`src/tsca_pkg.sv`:
```
// Shared types and constants for the tagged saturating cost ALU.
package tsca_pkg;

  localparam logic [2:0] ACT_ADD   = 3'd0;
  localparam logic [2:0] ACT_SUM   = 3'd1;
  localparam logic [2:0] ACT_SCALE = 3'd2;
  localparam logic [2:0] ACT_CMP   = 3'd3;
  localparam logic [2:0] ACT_MUL   = 3'd4;

  localparam logic [1:0] GRADE_UNKNOWN = 2'd0;

  localparam logic [1:0] ORD_LESS    = 2'b11;
  localparam logic [1:0] ORD_EQUAL   = 2'b00;
  localparam logic [1:0] ORD_GREATER = 2'b01;

  localparam logic [63:0] AMT_MAX = 64'h7FFF_FFFF_FFFF_FFFF;
  localparam logic [63:0] AMT_MIN = 64'h8000_0000_0000_0000;

  // One quotient bit per divider stage.
  localparam int DIV_STEPS = 63;

  typedef struct packed {
    logic [2:0]  action;
    logic [1:0]  a_grade;
    logic [63:0] a_amount;
    logic [1:0]  b_grade;
    logic [63:0] b_amount;
    logic [62:0] scale_num;
    logic [62:0] scale_den;
  } in_t;

  typedef struct packed {
    logic [1:0]  res_grade;
    logic [63:0] res_amount;
    logic [1:0]  order;
  } out_t;

  typedef enum logic [1:0] {
    KIND_DIRECT,
    KIND_MUL,
    KIND_SCALE
  } kind_t;

  // Sideband that travels down the pipeline with each transaction.
  typedef struct packed {
    kind_t       kind;
    logic        neg;
    logic [1:0]  grade;
    logic [63:0] amount;
    logic [1:0]  order;
    logic [62:0] den;
  } side_t;

endpackage

```
`src/tsca_front.sv`:
```
// Decode stage: direct results for add, sum and compare, multiplier operands otherwise.
module tsca_front (
  input  logic          clk,
  input  logic          rst_n,
  input  logic          en,
  input  logic          in_valid,
  input  tsca_pkg::in_t in_data,
  output logic          v_o,
  output tsca_pkg::side_t side_o,
  output logic [63:0]   mx_o,
  output logic [63:0]   my_o
);
  import tsca_pkg::*;

  logic        v_r;
  side_t       side_r, side_nxt;
  logic [63:0] mx_r, mx_nxt, my_r, my_nxt;

  logic [63:0] a, b, ma, mb, s, sat;
  logic [1:0]  ga, gb, gmin, add_g;
  logic [63:0] add_amt;
  logic        ovf, pa, pb;
  logic [1:0]  ord;

  always_comb begin
    a  = in_data.a_amount;
    b  = in_data.b_amount;
    ga = in_data.a_grade;
    gb = in_data.b_grade;
    ma = a[63] ? (64'd0 - a) : a;
    mb = b[63] ? (64'd0 - b) : b;
    s  = a + b;
    ovf = (a[63] == b[63]) && (s[63] != a[63]);
    sat = ovf ? (a[63] ? AMT_MIN : AMT_MAX) : s;
    gmin = (ga <= gb) ? ga : gb;
    if (ga == GRADE_UNKNOWN || gb == GRADE_UNKNOWN) begin
      add_g   = GRADE_UNKNOWN;
      add_amt = '0;
    end else begin
      add_g   = gmin;
      add_amt = sat;
    end
    pa = (ga != GRADE_UNKNOWN) || (a != '0);
    pb = (gb != GRADE_UNKNOWN) || (b != '0);

    if (ga == GRADE_UNKNOWN && gb == GRADE_UNKNOWN) ord = ORD_EQUAL;
    else if (ga == GRADE_UNKNOWN) ord = ORD_GREATER;
    else if (gb == GRADE_UNKNOWN) ord = ORD_LESS;
    else if ($signed(a) < $signed(b)) ord = ORD_LESS;
    else if ($signed(a) > $signed(b)) ord = ORD_GREATER;
    else if (ga == gb) ord = ORD_EQUAL;
    else if (ga > gb) ord = ORD_LESS;
    else ord = ORD_GREATER;

    side_nxt      = '0;
    side_nxt.kind = KIND_DIRECT;
    side_nxt.den  = in_data.scale_den;
    mx_nxt        = ma;
    my_nxt        = mb;
    unique case (in_data.action)
      ACT_ADD: begin
        side_nxt.grade  = add_g;
        side_nxt.amount = add_amt;
      end
      ACT_SUM: begin
        if (!pa) begin
          side_nxt.grade  = gb;
          side_nxt.amount = (gb != GRADE_UNKNOWN) ? b : '0;
        end else if (!pb) begin
          side_nxt.grade  = ga;
          side_nxt.amount = (ga != GRADE_UNKNOWN) ? a : '0;
        end else begin
          side_nxt.grade  = add_g;
          side_nxt.amount = add_amt;
        end
      end
      ACT_SCALE: begin
        my_nxt = {1'b0, in_data.scale_num};
        // A zero numerator wins over the most negative amount.
        if (ga == GRADE_UNKNOWN || in_data.scale_den == '0) begin
          side_nxt.grade = GRADE_UNKNOWN;
        end else if (in_data.scale_num == '0) begin
          side_nxt.grade = ga;
        end else if (a == AMT_MIN) begin
          side_nxt.grade = GRADE_UNKNOWN;
        end else begin
          side_nxt.kind  = KIND_SCALE;
          side_nxt.grade = ga;
          side_nxt.neg   = a[63];
        end
      end
      ACT_CMP: begin
        side_nxt.order = ord;
      end
      ACT_MUL: begin
        side_nxt.kind = KIND_MUL;
        side_nxt.neg  = a[63] ^ b[63];
      end
      default: begin
        side_nxt.grade = GRADE_UNKNOWN;
      end
    endcase
  end

  always_ff @(posedge clk) begin
    if (!rst_n) begin
      v_r <= 1'b0;
    end else if (en) begin
      v_r <= in_valid;
    end
    if (en) begin
      side_r <= side_nxt;
      mx_r   <= mx_nxt;
      my_r   <= my_nxt;
    end
  end

  assign v_o    = v_r;
  assign side_o = side_r;
  assign mx_o   = mx_r;
  assign my_o   = my_r;

endmodule

```
`config.mk`:
```
export PLATFORM = sky130hd
export DESIGN_NAME = tsca_front
export DESIGN_NICKNAME = d
export VERILOG_FILES = /design/src/tsca_pkg.sv /design/src/tsca_front.sv
export SDC_FILE = /design/constraint.sdc
export NUM_CORES = 1
export LEC_CHECK = 0
export BUFFER_PORTS_ARGS = -buffer_cell sky130_fd_sc_hd__buf_4
export CAP_MARGIN = 5
export CORE_MARGIN = 3
export CORE_UTILIZATION = 25
export CTS_CLUSTER_SIZE = 14
export DETAILED_ROUTE_END_ITERATION = 16
export GPL_TIMING_DRIVEN = 1
export PLACE_DENSITY = 0.48
export SKIP_LAST_GASP = 1
export SYNTH_ARGS = -nofsm -noshare
export SYNTH_HDL_FRONTEND = slang
export SYNTH_SLANG_ARGS = --single-unit
```
`constraint.sdc`:
```
create_clock -name clk -period 5 [get_ports clk]
set_input_delay 0.5 -clock clk [delete_from_list [all_inputs] [get_ports clk]]
set_output_delay 0.5 -clock clk [all_outputs]
set_load 0.05 [all_outputs]
```
==> results.py <==
metrics = {
    "outcome": {
        "outcome": "complete, no violations",
    },
    "routing": {
        "wl_met3_um": 6310,
        "routed_wl_um": 90600,
        "maxUsedRoutingLayer": "met5",
        "ant_nets": 0,
        "wirelength_met1_um": 38200,
        "drt-initial-drc-count": 1229,
        "via_per_inst": 5.29,
        "first_pass_iters": 6,
        "wire_per_inst_um": 25.5,
        "wl_met2_um": 43300,
        "via_count": 18800,
        "drc": 0,
    },
    "floorplanning": {
        "dieWidth_um": 282,
        "start_util": 0.254,
        "die_area_um2": 79700,
        "die_y_um": 282,
        "core_um2": 75100,
        "io-pin-count": 528,
        "rows": 100,
    },
    "cts": {
        "cts_sinks": 263,
        "cts_buffer_depth": 3,
        "post_cts_resized": 0,
        "numCtsBuffers": 37,
        "root_buffer": "clkbuf_16",
        "cts_max_level": 2,
        "ctsHoldBuffers": 0,
        "insertion_delay_ns": 0.56,
        "cts_tree": "yes",
        "path_clk_slew_ns": 0.06,
        "post_cts_buffers": 0,
    },
    "global_route": {
        "antenna_found_initial": 14,
        "track_usage": 0.217,
        "grt_pass1_vias": 18600,
        "overflow": 0,
        "grt_max_degree": 104,
        "grt_pass1_wl_um": 128000,
    },
    "sta": {
        "drv_slew": 0,
        "setup_viol": 0,
        "whs_ns": 0.120,
        "max_freq_mhz": 226,
        "worst_slew_pin_slew_ns": 1.31,
        "final.setup.tns_ns": 0,
        "hold_violations": 0,
        "clock_skew_ns": 0,
        "fin_crit_sh": 0.885,
        "slew_headroom": 0.119,
        "grt_setup_unrepaired": "false",
        "finalCriticalPeriod_ns": 4.42,
    },
    "final_layout": {
        "nNetsFinal": 2944,
        "multi_input_area_um2": 10400,
        "drive_above_1_share": 0.261,
        "fillCellCount": 7818,
        "fin_area_um2": 25600,
        "regArea_um2": 7890,
        "utilization": 0.341,
        "synthToLayoutAreaGrowth_pct": 33.9,
    },
    "synth": {
        "ys_types": 69,
        "yosysTopAreaCell": "edfxtp_1",
        "seq_area_frac_synth": 0.413,
        "syn_nets": 2430,
        "netlist_area_um2": 19100,
        "ys_ff_latch": 263,
        "synthTopCellsByArea": "edfxtp_1, ha_1, xnor2_1",
        "synthFlopType": "edfxtp_1",
        "synthMuxAreaShare": 0.00157,
        "synthCells": 2032,
        "avgSynthCellArea_um2": 9.40,
        "yosysWarnings": 0,
        "synth_top_area_frac": 0.412,
        "async_flop_share": 0,
        "synth_xor_xnor_area_share": 0.0826,
        "synth_top_family_by_area": "compound AO/OA/AOI/OAI gates",
        "yosys.area_share.simple": 0.145,
        "synth-edff-count": 262,
        "synthAdderAreaFrac": 0.0875,
        "synth_compound_area_frac": 0.222,
    },
    "hold_path": {
        "hold_path_class": "input port to flip-flop",
        "hold_end": "side_o[53]",
        "hold_start": "in_data[53]",
        "hold_depth": 1,
    },
    "setup_path": {
        "required_ns": 5.35,
        "reg2reg_from": "v_o",
        "crit_path_max_fanout": 19,
        "path_class": "input port to flip-flop",
        "startpoint": "in_data[168]",
        "arrival_ns": 4.78,
        "cp-end-kind": "flip-flop",
        "rrSetupSlack_ns": 4.41,
        "reg2reg_depth": 2,
        "startpoint_type": "input port",
        "r2r_end": "v_o",
    },
    "power_and_ir_drop": {
        "switching_share": 0.364,
        "p_comb_frac": 0.320,
        "switchingPower_mw": 2.90,
        "peakVddDrop_mv": 0.164,
        "internal_power_mw": 5.07,
        "power_frac_clock": 0.334,
        "power_density_nw_per_um2": 312,
        "p_leak_nw": 9.89,
        "p_seq_frac": 0.346,
    },
    "placement": {
        "hpwl_um": 71100,
        "gp_congestion": 0.899,
        "place_area_um2": 24400,
        "port_buffers": 527,
    },
    "run": {
        "maxCapViolCount": 0,
    },
}
[synthesized netlist by cell type (all sizes together), types with 4 or more instances]
master and instances:
clkbuf 98, nand3 30, and3 6, a221oi 8, a211o 4, nor2b 18, nor3 50, o21a 6
inv 136, o21bai 20, o21ai 185, nor2 116, or2 18, ha 132, a21o 11, a21oi 182
and2 4, a211oi 45, nand4 38, a221o 26, or3 29, xnor2 177, edfxtp 262, or4 17
o211ai 13, nor4 62, nor3b 4, nand2 127, a22oi 38, a21boi 9, buf 6, a31oi 14
o31ai 64, nand2b 16, o41ai 17
[power groups by stage]
stage	sequential (mW)	clock [mW]	combinational, mW
final	2.76	2.66	2.55
after global routing	2.77	2.82	2.71
after CTS	2.76	2.74	2.56
after detailed placement	2.80	0	2.55
after global placement	2.81	0	2.56
after floorplan	3.50	0	0.804
[cells in the final DEF (no fill, tap or decap), drive strengths merged, types with 4 or more instances in the layout]
cell	instances
and3	6
and2	4
clkinv	14
a221oi	8
o21a	6
nor3b	4
or3	29
nor2	116
buf	579
a22oi	38
a211oi	45
a21o	11
o31ai	64
bufinv	4
or4	17
a21oi	182
a21boi	9
o41ai	17
xnor2	177
or2	18
a31oi	14
nand2b	16
o21bai	20
edfxtp	262
a211o	4
nor4	62
inv	138
nand3	30
nand2	127
nand4	38
ha	132
clkbuf	47
nor3	50
diode	6
nor2b	18
o21ai	185
o211ai	13
a221o	26
[how the worst max path moves through the flow]
stage	endpoint	slack (ns)
4_1_cts	side_o[100]	0.73
5_1_grt	side_o[100]	0.35
6_report	side_o[100]	0.58
3_3_place_gp	mx_o[58]	0.26
3_5_place_dp	side_o[100]	0.18
2_1_floorplan	side_o[82]	0.85
[cells by family after synthesis]
group / Yosys count
flops: 263
xor+xnor: 180
fa+ha+maj: 133
simple gates: 544
mux: 3
buf+inv: 241
compound gates: 668
[cell type report]
cell class	instances	area share
Antenna cell	6	0.000587
Clock buffer	47	0.0377
Inverter	137	0.0201
Sequential cell	263	0.308
Clock inverter	19	0.00861
Timing Repair Buffer	579	0.172
Tap cell	969	0.0474
Multi-Input combinational cell	1528	0.405
[metal layers]
metal  vias up  GRT usage
met5         -          0
met2       688      0.367
met4        12     0.0669
li1       8681          -
met3       101     0.0440
met1      9298      0.279
[critical path, cell delays in order]
cell and delay, ns:
buf_4 0.13, inv_1 0.08, ha_1 0.45, nor4_1 0.65, nand3_1 0.14, nor4_1 0.24
buf_4 0.21, nand2_1 0.08, a311oi_1 0.43, a211oi_1 0.22, o31ai_2 0.37, xor2_1 0.22
and2_1 0.18, buf_4 0.18, buf_4 0.26, o21ai_0 0.13, a211oi_1 0.29
[state kept, by name (all words and copies together) (netlist names)]
signal	cells
my_o	64
side_o	134
mx_o	64
v_o	1
[stage by stage]
step	setup slack [ns]	instances	power (mW)
after floorplan	0.850	2032	4.31
after global placement	0.259	3476	5.36
final	0.576	3548	7.97
after global routing	0.348	3545	8.31
after CTS	0.734	3542	8.07
after detailed placement	0.177	3476	5.36
No activity file was read; power rests on OpenSTA's default activity.
